<file path="src/design/ghh_pkg.sv">
package ghh_pkg;

  // field widths
  localparam int RateW  = 28;
  localparam int TgtW   = 9;
  localparam int DrvW   = 16;
  localparam int HeadW  = 25;   // wrapped heading, +-180 deg in Q16.16
  localparam int RelW   = 26;   // heading minus origin, +-360 deg
  localparam int WrapW  = 29;   // heading plus one step before wrapping
  localparam int StepW  = 28;   // magnitude of one heading step
  localparam int IntW   = 32;
  localparam int IsumW  = 33;
  localparam int PwmW   = 34;
  localparam int DsumW  = 35;
  localparam int MulW   = 32;
  localparam int ProdW  = 2 * MulW;
  localparam int PrdHW  = 52;   // rate magnitude times tick period
  localparam int FracW  = 24;   // tick period fraction bits
  localparam int QW     = 16;   // Q16.16 fraction bits

  localparam int InDataW  = 72;
  localparam int InUserW  = 1;
  localparam int OutDataW = 64;
  localparam int CfgIdxW  = 8;
  localparam int CfgDataW = 32;

  localparam logic signed [WrapW-1:0] Deg180 = WrapW'(180 * 65536);
  localparam logic signed [WrapW-1:0] Deg360 = WrapW'(360 * 65536);

  // register indexes
  localparam logic [CfgIdxW-1:0] RegPropGain   = CfgIdxW'(0);
  localparam logic [CfgIdxW-1:0] RegIntegGain  = CfgIdxW'(1);
  localparam logic [CfgIdxW-1:0] RegRateGain   = CfgIdxW'(2);
  localparam logic [CfgIdxW-1:0] RegIntegLimit = CfgIdxW'(3);
  localparam logic [CfgIdxW-1:0] RegDriveLimit = CfgIdxW'(4);
  localparam logic [CfgIdxW-1:0] RegSettleThr  = CfgIdxW'(5);
  localparam logic [CfgIdxW-1:0] RegSettleTks  = CfgIdxW'(6);
  localparam logic [CfgIdxW-1:0] RegTickPeriod = CfgIdxW'(7);

  // register reset values
  localparam logic [31:0] RstPropGain   = 32'd4194304;
  localparam logic [31:0] RstIntegGain  = 32'd7209;
  localparam logic [31:0] RstRateGain   = 32'd45875;
  localparam logic [30:0] RstIntegLimit = 31'd131072000;
  localparam logic [14:0] RstDriveLimit = 15'd2600;
  localparam logic [30:0] RstSettleThr  = 31'd131072;
  localparam logic [7:0]  RstSettleTks  = 8'd20;
  localparam logic [23:0] RstTickPeriod = 24'd83886;

  typedef enum logic [3:0] {
    ST_IDLE,
    ST_STEP,
    ST_HEAD,
    ST_WRAP_H,
    ST_SETTLE,
    ST_ACT,
    ST_WRAP_A,
    ST_WRAP_E,
    ST_INTEG,
    ST_MUL_I,
    ST_MUL_D,
    ST_SUM,
    ST_DRIVE,
    ST_OUT
  } state_e;

  typedef enum logic [1:0] {
    MSEL_STEP,
    MSEL_P,
    MSEL_I,
    MSEL_D
  } mul_sel_e;

  typedef struct packed {
    logic in_valid;
    logic wrap_done;
    logic lock_now;
    logic out_free;
  } status_t;

  typedef struct packed {
    logic     in_ready;
    logic     out_load;
    mul_sel_e mul_sel;
  } ctrl_t;

endpackage

</file>
<file path="src/design/ghh_mul.sv">
module ghh_mul (
  input  logic                      clk_i,
  input  logic [ghh_pkg::MulW-1:0]  a_i,
  input  logic [ghh_pkg::MulW-1:0]  b_i,
  output logic [ghh_pkg::ProdW-1:0] p_o
);
  import ghh_pkg::*;

  logic [ProdW-1:0] p_q;

  // unsigned product, registered
  always_ff @(posedge clk_i) begin
    p_q <= ProdW'(a_i) * ProdW'(b_i);
  end

  assign p_o = p_q;

endmodule

</file>
<file path="src/design/ghh_seq.sv">
module ghh_seq (
  input  logic             clk_i,
  input  logic             rst_ni,
  input  ghh_pkg::status_t status_i,
  output ghh_pkg::state_e  state_o,
  output ghh_pkg::ctrl_t   ctrl_o
);
  import ghh_pkg::*;

  state_e state_q, state_d;

  always_ff @(posedge clk_i or negedge rst_ni) begin
    if (!rst_ni) begin
      state_q <= ST_IDLE;
    end else begin
      state_q <= state_d;
    end
  end

  always_comb begin
    state_d = state_q;
    case (state_q)
      ST_IDLE:   if (status_i.in_valid) state_d = ST_STEP;
      ST_STEP:   state_d = ST_HEAD;
      ST_HEAD:   state_d = ST_WRAP_H;
      ST_WRAP_H: if (status_i.wrap_done) state_d = ST_SETTLE;
      ST_SETTLE: state_d = status_i.lock_now ? ST_ACT : ST_OUT;
      ST_ACT:    state_d = ST_WRAP_A;
      ST_WRAP_A: if (status_i.wrap_done) state_d = ST_WRAP_E;
      ST_WRAP_E: if (status_i.wrap_done) state_d = ST_INTEG;
      ST_INTEG:  state_d = ST_MUL_I;
      ST_MUL_I:  state_d = ST_MUL_D;
      ST_MUL_D:  state_d = ST_SUM;
      ST_SUM:    state_d = ST_DRIVE;
      ST_DRIVE:  state_d = ST_OUT;
      ST_OUT:    if (status_i.out_free) state_d = ST_IDLE;
      default:   state_d = ST_IDLE;
    endcase
  end

  always_comb begin
    ctrl_o.in_ready = (state_q == ST_IDLE);
    ctrl_o.out_load = (state_q == ST_OUT) && status_i.out_free;
    case (state_q)
      ST_INTEG: ctrl_o.mul_sel = MSEL_P;
      ST_MUL_I: ctrl_o.mul_sel = MSEL_I;
      ST_MUL_D: ctrl_o.mul_sel = MSEL_D;
      default:  ctrl_o.mul_sel = MSEL_STEP;
    endcase
  end

  assign state_o = state_q;

endmodule

</file>
<file path="src/design/gyro_heading_hold_pid.sv">
// Gyro heading-hold PID. One transaction on the slave stream is one control
// tick: the yaw rate is integrated into a heading kept within +-180 deg, the
// block waits for settle_ticks stable ticks before capturing the zero heading
// (lock_event pulses on that tick), and once locked it adds a PID correction to
// the left drive and subtracts it from the right, both saturated to
// drive_limit. Before lock the base drives pass through. While unlocked a tick
// runs the heading step multiply, the heading add and wrap and the settle check
// before the output; once locked (the lock tick included) it also forms and
// wraps the actual heading, subtracts the target, wraps the error, updates the
// integral, runs the P, I and D multiplies, sums them and saturates the drives.
// Each 360 deg wrap adds a wrap step. One multiply runs per cycle on a single
// shared 32x32 multiplier and one 360 deg add/compare per cycle.
// The slave side is not ready while a tick is worked on; the result sits in
// an output register, so the next tick is taken as soon as the result is
// loaded, and a tick only waits when the previous result is still held by
// the master side. Config writes are taken every cycle and must only happen
// while the block is idle.
module gyro_heading_hold_pid (
  input  logic                          clk_i,
  input  logic                          rst_ni,
  // yaw_rate[27:0], target_heading[36:28], left_base[52:37], right_base[68:53]
  input  logic [ghh_pkg::InDataW-1:0]   s_axis_tdata,
  // restart[0]
  input  logic [ghh_pkg::InUserW-1:0]   s_axis_tuser,
  input  logic                          s_axis_tvalid,
  output logic                          s_axis_tready,
  // left_drive[15:0], right_drive[31:16], locked[32], lock_event[33],
  // relative_heading[59:34]
  output logic [ghh_pkg::OutDataW-1:0]  m_axis_tdata,
  output logic                          m_axis_tvalid,
  input  logic                          m_axis_tready,
  input  logic                          cfg_valid_i,
  output logic                          cfg_ready_o,
  input  logic [ghh_pkg::CfgIdxW-1:0]   cfg_index_i,
  input  logic [ghh_pkg::CfgDataW-1:0]  cfg_data_i
);
  import ghh_pkg::*;

  // ---------------------------------------------------------------- config
  logic [31:0] prop_gain_q, integ_gain_q, rate_gain_q;
  logic [30:0] integ_limit_q, settle_thr_q;
  logic [14:0] drive_limit_q;
  logic [7:0]  settle_ticks_q;
  logic [23:0] tick_period_q;

  assign cfg_ready_o = 1'b1;

  always_ff @(posedge clk_i or negedge rst_ni) begin
    if (!rst_ni) begin
      prop_gain_q    <= RstPropGain;
      integ_gain_q   <= RstIntegGain;
      rate_gain_q    <= RstRateGain;
      integ_limit_q  <= RstIntegLimit;
      drive_limit_q  <= RstDriveLimit;
      settle_thr_q   <= RstSettleThr;
      settle_ticks_q <= RstSettleTks;
      tick_period_q  <= RstTickPeriod;
    end else if (cfg_valid_i) begin
      case (cfg_index_i)
        RegPropGain:   prop_gain_q    <= cfg_data_i;
        RegIntegGain:  integ_gain_q   <= cfg_data_i;
        RegRateGain:   rate_gain_q    <= cfg_data_i;
        RegIntegLimit: integ_limit_q  <= cfg_data_i[30:0];
        RegDriveLimit: drive_limit_q  <= cfg_data_i[14:0];
        RegSettleThr:  settle_thr_q   <= cfg_data_i[30:0];
        RegSettleTks:  settle_ticks_q <= cfg_data_i[7:0];
        RegTickPeriod: tick_period_q  <= cfg_data_i[23:0];
        default: ;
      endcase
    end
  end

  // ------------------------------------------------------------- sequencer
  state_e  state;
  ctrl_t   ctrl;
  status_t status;
  logic    in_accept;

  ghh_seq u_seq (
    .clk_i    (clk_i),
    .rst_ni   (rst_ni),
    .status_i (status),
    .state_o  (state),
    .ctrl_o   (ctrl)
  );

  assign s_axis_tready = ctrl.in_ready;
  assign in_accept     = s_axis_tvalid && ctrl.in_ready;

  // ---------------------------------------------------------- tick operands
  logic signed [RateW-1:0] rate_q;
  logic signed [TgtW-1:0]  target_q;
  logic signed [DrvW-1:0]  left_q, right_q;

  always_ff @(posedge clk_i) begin
    if (in_accept) begin
      rate_q   <= s_axis_tdata[27:0];
      target_q <= s_axis_tdata[36:28];
      left_q   <= s_axis_tdata[52:37];
      right_q  <= s_axis_tdata[68:53];
    end
  end

  // ------------------------------------------------------------ run state
  logic signed [HeadW-1:0] heading_q, origin_q, prev_err_q;
  logic signed [IntW-1:0]  integ_q;
  logic signed [RateW-1:0] prev_rate_q;
  logic                    lock_q, event_q;
  logic [7:0]              cnt_q;

  // ------------------------------------------------------ shared multiplier
  logic [MulW-1:0]  mul_a, mul_b;
  logic [ProdW-1:0] mul_p;
  logic [RateW-1:0] rate_mag;
  logic [HeadW-1:0] err_mag;
  logic [IntW-1:0]  integ_mag;
  logic signed [HeadW-1:0] err_q;

  assign rate_mag  = rate_q[RateW-1] ? RateW'(-rate_q) : RateW'(rate_q);
  assign err_mag   = err_q[HeadW-1] ? HeadW'(-err_q) : HeadW'(err_q);
  assign integ_mag = integ_q[IntW-1] ? IntW'(-integ_q) : IntW'(integ_q);

  always_comb begin
    case (ctrl.mul_sel)
      MSEL_P: begin
        mul_a = MulW'(err_mag);
        mul_b = prop_gain_q;
      end
      MSEL_I: begin
        mul_a = integ_mag;
        mul_b = integ_gain_q;
      end
      MSEL_D: begin
        mul_a = MulW'(rate_mag);
        mul_b = rate_gain_q;
      end
      default: begin
        mul_a = MulW'(rate_mag);
        mul_b = MulW'(tick_period_q);
      end
    endcase
  end

  ghh_mul u_mul (
    .clk_i (clk_i),
    .a_i   (mul_a),
    .b_i   (mul_b),
    .p_o   (mul_p)
  );

  // gain term: product high word, sign of the operand applied (toward zero)
  logic [MulW-1:0]        term_mag;
  logic signed [PwmW-1:0] term_pos, term_neg;
  assign term_mag = mul_p[ProdW-1:MulW];
  assign term_pos = $signed({{(PwmW-MulW){1'b0}}, term_mag});
  assign term_neg = -term_pos;

  // heading step: floor(rate * period / 2^24) from the magnitude product
  logic [PrdHW-1:0]        prod_h, prod_rnd;
  logic [StepW-1:0]        step_mag;
  logic signed [WrapW-1:0] step, head_sum;

  assign prod_h   = mul_p[PrdHW-1:0];
  assign prod_rnd = prod_h + PrdHW'(24'hFFFFFF);
  assign step_mag = rate_q[RateW-1] ? prod_rnd[FracW+StepW-1:FracW]
                                    : prod_h[FracW+StepW-1:FracW];
  assign step     = rate_q[RateW-1] ? -$signed({1'b0, step_mag})
                                    : $signed({1'b0, step_mag});
  assign head_sum = WrapW'(heading_q) + step;

  // ---------------------------------------------------- 360 deg wrap unit
  logic signed [WrapW-1:0] wrap_q, wrap_nx;
  logic                    wrap_hi, wrap_lo;
  logic signed [WrapW-1:0] tgt_fix;

  assign wrap_hi = wrap_q > Deg180;
  assign wrap_lo = wrap_q < -Deg180;
  assign wrap_nx = wrap_hi ? wrap_q - Deg360 : wrap_q + Deg360;
  assign tgt_fix = $signed({{(WrapW-TgtW-QW){target_q[TgtW-1]}}, target_q, {QW{1'b0}}});

  // ------------------------------------------------------- settle / lock
  logic signed [RateW:0] rate_diff;
  logic [RateW:0]        diff_mag;
  logic                  stable, capture;
  logic [7:0]            cnt_inc;

  assign rate_diff = (RateW+1)'(rate_q) - (RateW+1)'(prev_rate_q);
  assign diff_mag  = rate_diff[RateW] ? (RateW+1)'(-rate_diff) : (RateW+1)'(rate_diff);
  assign stable    = {2'b00, diff_mag} < settle_thr_q;
  assign cnt_inc   = (cnt_q == 8'hFF) ? cnt_q : cnt_q + 8'd1;
  assign capture   = !lock_q && stable && (cnt_inc >= settle_ticks_q);

  // --------------------------------------------------- integral and clamp
  logic signed [IsumW-1:0] isum, ilim, isat;
  logic                    sign_flip;

  assign isum = IsumW'(integ_q) + IsumW'(err_q);
  assign ilim = $signed({2'b00, integ_limit_q});
  assign isat = (isum > ilim) ? ilim : ((isum < -ilim) ? -ilim : isum);
  assign sign_flip = ((err_q > 0) && (prev_err_q < 0)) ||
                     ((err_q < 0) && (prev_err_q > 0));

  // --------------------------------------------------------- drive stage
  logic signed [PwmW-1:0]  pwm_q;
  logic signed [DsumW-1:0] lsum, rsum, dlim, lsat, rsat;
  logic signed [DrvW-1:0]  drv_left_q, drv_right_q;

  assign lsum = DsumW'(left_q) + DsumW'(pwm_q);
  assign rsum = DsumW'(right_q) - DsumW'(pwm_q);
  assign dlim = $signed({{(DsumW-15){1'b0}}, drive_limit_q});
  assign lsat = (lsum > dlim) ? dlim : ((lsum < -dlim) ? -dlim : lsum);
  assign rsat = (rsum > dlim) ? dlim : ((rsum < -dlim) ? -dlim : rsum);

  // payload datapath
  always_ff @(posedge clk_i) begin
    case (state)
      ST_HEAD:   wrap_q <= head_sum;
      ST_WRAP_H: if (wrap_hi || wrap_lo) wrap_q <= wrap_nx;
      ST_ACT:    wrap_q <= WrapW'(heading_q) - WrapW'(origin_q);
      ST_WRAP_A: wrap_q <= (wrap_hi || wrap_lo) ? wrap_nx : wrap_q - tgt_fix;
      ST_WRAP_E: begin
        if (wrap_hi || wrap_lo) begin
          wrap_q <= wrap_nx;
        end else begin
          err_q <= wrap_q[HeadW-1:0];
        end
      end
      ST_SETTLE: begin
        if (!(lock_q || capture)) begin
          drv_left_q  <= left_q;
          drv_right_q <= right_q;
        end
      end
      ST_MUL_I:  pwm_q <= err_q[HeadW-1] ? term_neg : term_pos;
      ST_MUL_D:  pwm_q <= pwm_q + (integ_q[IntW-1] ? term_neg : term_pos);
      ST_SUM:    pwm_q <= pwm_q - (rate_q[RateW-1] ? term_neg : term_pos);
      ST_DRIVE: begin
        drv_left_q  <= lsat[DrvW-1:0];
        drv_right_q <= rsat[DrvW-1:0];
      end
      default: ;
    endcase
  end

  // run state, cleared by reset; restart clears all but the last error
  always_ff @(posedge clk_i or negedge rst_ni) begin
    if (!rst_ni) begin
      heading_q   <= '0;
      origin_q    <= '0;
      integ_q     <= '0;
      lock_q      <= 1'b0;
      cnt_q       <= '0;
      prev_rate_q <= '0;
      prev_err_q  <= '0;
      event_q     <= 1'b0;
    end else begin
      case (state)
        ST_IDLE: begin
          if (in_accept) begin
            event_q <= 1'b0;
            if (s_axis_tuser[0]) begin
              heading_q   <= '0;
              origin_q    <= '0;
              integ_q     <= '0;
              lock_q      <= 1'b0;
              cnt_q       <= '0;
              prev_rate_q <= '0;
            end
          end
        end
        ST_WRAP_H: begin
          if (!(wrap_hi || wrap_lo)) heading_q <= wrap_q[HeadW-1:0];
        end
        ST_SETTLE: begin
          if (!lock_q) begin
            prev_rate_q <= rate_q;
            cnt_q       <= stable ? cnt_inc : 8'd0;
            if (capture) begin
              origin_q <= heading_q;
              integ_q  <= '0;
              lock_q   <= 1'b1;
              event_q  <= 1'b1;
            end
          end
        end
        ST_INTEG: begin
          integ_q    <= sign_flip ? '0 : isat[IntW-1:0];
          prev_err_q <= err_q;
        end
        default: ;
      endcase
    end
  end

  // ----------------------------------------------------------- output reg
  logic                   m_valid_q;
  logic signed [DrvW-1:0] out_left_q, out_right_q;
  logic                   out_lock_q, out_event_q;
  logic signed [RelW-1:0] out_rel_q;

  always_ff @(posedge clk_i or negedge rst_ni) begin
    if (!rst_ni) begin
      m_valid_q <= 1'b0;
    end else if (ctrl.out_load) begin
      m_valid_q <= 1'b1;
    end else if (m_axis_tready) begin
      m_valid_q <= 1'b0;
    end
  end

  always_ff @(posedge clk_i) begin
    if (ctrl.out_load) begin
      out_left_q  <= drv_left_q;
      out_right_q <= drv_right_q;
      out_lock_q  <= lock_q;
      out_event_q <= event_q;
      out_rel_q   <= RelW'(heading_q) - RelW'(origin_q);
    end
  end

  assign status.in_valid  = s_axis_tvalid;
  assign status.wrap_done = !(wrap_hi || wrap_lo);
  assign status.lock_now  = lock_q || capture;
  assign status.out_free  = !m_valid_q || m_axis_tready;

  assign m_axis_tvalid = m_valid_q;
  assign m_axis_tdata  = {{(OutDataW-RelW-2-2*DrvW){1'b0}}, out_rel_q, out_event_q,
                          out_lock_q, out_right_q, out_left_q};

endmodule
</file>
<file path="config.mk">
export PLATFORM = sky130hd
export DESIGN_NAME = gyro_heading_hold_pid
export DESIGN_NICKNAME = d
export VERILOG_FILES = /design/src/design/ghh_pkg.sv /design/src/design/ghh_mul.sv /design/src/design/ghh_seq.sv /design/src/design/gyro_heading_hold_pid.sv
export SDC_FILE = /design/constraint.sdc
export NUM_CORES = 2
export LEC_CHECK = 0
export BUFFER_PORTS_ARGS = -buffer_cell sky130_fd_sc_hd__buf_4
export CAP_MARGIN = 20
export CORE_ASPECT_RATIO = 1.4
export CORE_MARGIN = 5
export CORE_UTILIZATION = 45
export CTS_BUF_LIST = sky130_fd_sc_hd__clkbuf_8
export CTS_CLUSTER_SIZE = 8
export DETAILED_ROUTE_END_ITERATION = 8
export SLEW_MARGIN = 10
export SYNTH_ARGS = -nofsm -noshare
export SYNTH_HDL_FRONTEND = slang
export SYNTH_SLANG_ARGS = --single-unit
</file>
<file path="constraint.sdc">
create_clock -name clk_i -period 14.4 [get_ports clk_i]
set_clock_uncertainty 0.05 [all_clocks]
set_input_delay 0.72 -clock clk_i [delete_from_list [all_inputs] [get_ports clk_i]]
set_output_delay 0.72 -clock clk_i [all_outputs]
set_load 0.005 [all_outputs]
</file>
==> results.toml <==
[routing]
first_pass_iters = 6
drt_wl_total_um = 281000
ant_nets = 0
routed_via_density = 5.74
drc_errors = 0
routedWlPerCell_um = 23.8
drt_iter0_drc = 4685
via_count = 68000

[yosys]
avgSynthCellArea_um2 = 8.92
yosys.area.top_type = "fa_1"
synth_top_area_frac = 0.221
synth_area_um2 = 82000
synthArstFlopShare = 0.531
synth-edff-count = 249
synth_common_cells = "inv_1, nand2_1, fa_1"
yosys_most_used_dff = "dfrtp_1"
synth_area_leaders = "fa_1, ha_1, dfrtp_1"
ys_warn_count = 0
ys_seq_area_frac = 0.216
ys_seq_elements = 668
synth_cell_types = 102
synth_most_common_cell = "inv_1"
synth_cells = 9198

[timing]
worst_pin_slew_ns = 1.20
slew_violations = 0
fin_setup_tns_ns = 0
setup_viol = 0
clock.fmax_mhz = 80.3
relSlewSlack = 0.198
hold_ws_ns = 0.0552
hold_viol = 0
rsz0062_at_grt = "false"
finalCritPeriodShare = 0.865
period_minus_slack_ns = 12.45

[global_routing]
grt_first_pass_wirelength_um = 426000
grt_use_total = 0.292
gr-total-overflow = 0
grt_pass1_vias = 71100
grt_max_degree = 107
antenna_found_initial = 21

[floorplanning]
die_h_um = 515
core_area_um2 = 181000
die_w_um = 371
io_pins = 185
start_util = 0.452
dieArea_um2 = 191000
fp-row-count = 185

[placed_design]
placed_cells = 11500
io_buffers = 176
dp_hpwl_um = 219000
placed_area_um2 = 86400
routabilityCongestion = 0.993

[worst_setup_path]
critPathTopFamily = "adder cells"
worstPathRequired_ns = 15.16
criticalPathCategory = "flop to flop"
cp_num_buf_inv = 5
cp.depth = 34
worstRegToRegCells = 34
critPathArrivalTime_ns = 13.21
path_max_fanout = 16
crit_top_cell = "fa_1"
slowest_delay_ns = 0.88
cp-start-kind = "flop"
slowest_stage = "a21o_1"
worstSetupEndpointType = "flop"

[cts]
post_cts_buffers = 0
cts_tree = "done"
post_cts_resize_count = 0
cts_buffers = 117
htreeDepth = 3
clk_pin_slew_ns = 0.06
cts_buffer_depth = 3
clock_sinks = 668
holdBufCountCts = 70
clk_latency_ns = 0.91
cts_root_buf = "clkbuf_8"

[finish]
stdcell_count = 11800
syn_to_final_growth_pct = 9.23
fillerInstances = 17400
nets = 11000
final_area_um2 = 89600
drive_above_1_share = 0.0977

[power]
power_mw = 15.7
power.leakage_nw = 42.2
vdd_drop_max_mv = 0.130
power_density_nw_per_um2 = 175

[hold_path]
hp-class = "primary input to flop"
whs_path_depth = 3

[outcome]
outcome = "finished clean"

[job]
maxCapViolCount = 0
cell usage in the layout (no fill, tap or decap), drive strengths merged, types with 152 or more instances in the layout:
cell type	count
fa	905
xnor2	373
inv	1319
ha	710
a21oi	410
dfrtp	316
mux2	250
o21ai	404
edfxtp	249
nor2	866
nand2	1083
xor2	168
buf	330
a21o	231
nand3	152
tightest hold or removal path, stage by stage:
cell	delay [ns]
buf_4	0.15
nand2_1	0.06
o21ai_0	0.07
layer usage:
| metal | up-vias | routed length, µm | global-route usage |
|---|---|---|---|
| met4 | 22 | 20600 | 0.169 |
| met3 | 957 | 20900 | 0.0606 |
| met2 | 2609 | 138000 | 0.515 |
| met1 | 33700 | 102000 | 0.326 |
| li1 | 30800 | - | - |
| met5 | - | 215 | 0.00359 |
flip-flops by register name, summed over array words and instances, names as in the netlist, 31 cells and up:
name / flops
prop_gain_q: 32
integ_gain_q: 32
pwm_q: 34
integ_q: 32
integ_limit_q: 31
u_mul.p_o: 64
rate_gain_q: 32
settle_thr_q: 31
stage by stage:
stage                util  worst slack (ns)
finish              0.494              1.95
global route        0.494              1.60
CTS                 0.493              2.08
detailed placement  0.476              2.14
global placement    0.476              2.19
floorplan               -              4.01
path summary, 6_finish.rpt:
path                                         start                             to  slack, ns
min in group asynchronous                   rst_ni      heading_q[21]$_DFFE_PN0P_       0.46
hold / removal                      cfg_data_i[23]  integ_limit_q[23]$_DFFE_PN1P_       0.06
max in group asynchronous                   rst_ni    prop_gain_q[25]$_DFFE_PN0P_      11.51
hold reg to reg            drv_left_q[4]$_DFFE_PP_        out_left_q[4]$_DFFE_PP_       0.37
setup reg to reg                err_q[6]$_DFFE_PP_          u_mul.p_o[62]$_DFF_P_       1.95
setup / recovery                err_q[6]$_DFFE_PP_          u_mul.p_o[62]$_DFF_P_       1.95
kinds of logic after synthesis:
kind of cell,after synthesis,synth area share
simple gates,2736,0.149
other cells,2,0.0000915
flops,668,0.216
mux,320,0.0429
buf+inv,1690,0.0780
xor+xnor,541,0.0578
compound gates,1626,0.128
fa+ha+maj,1615,0.329
report_power, final:
part,switching (mW),total [mW],internal [mW]
registers,0.469,3.00,2.53
clock network,0.904,1.91,1.01
logic,6.74,10.7,4.00
total,8.12,15.7,7.54
layout make-up:
type	instances	area, µm²	area share
diodes	6	15.0	0.000168
clock buffers	139	1910	0.0214
clock inverters	83	579	0.00647
inverters	1277	4790	0.0535
multi-input cells	6843	58300	0.651
flip-flops and latches	668	17700	0.197
well taps	2431	3040	0.0339
repair buffers	400	3250	0.0362
(Power assumes the default switching activity.)
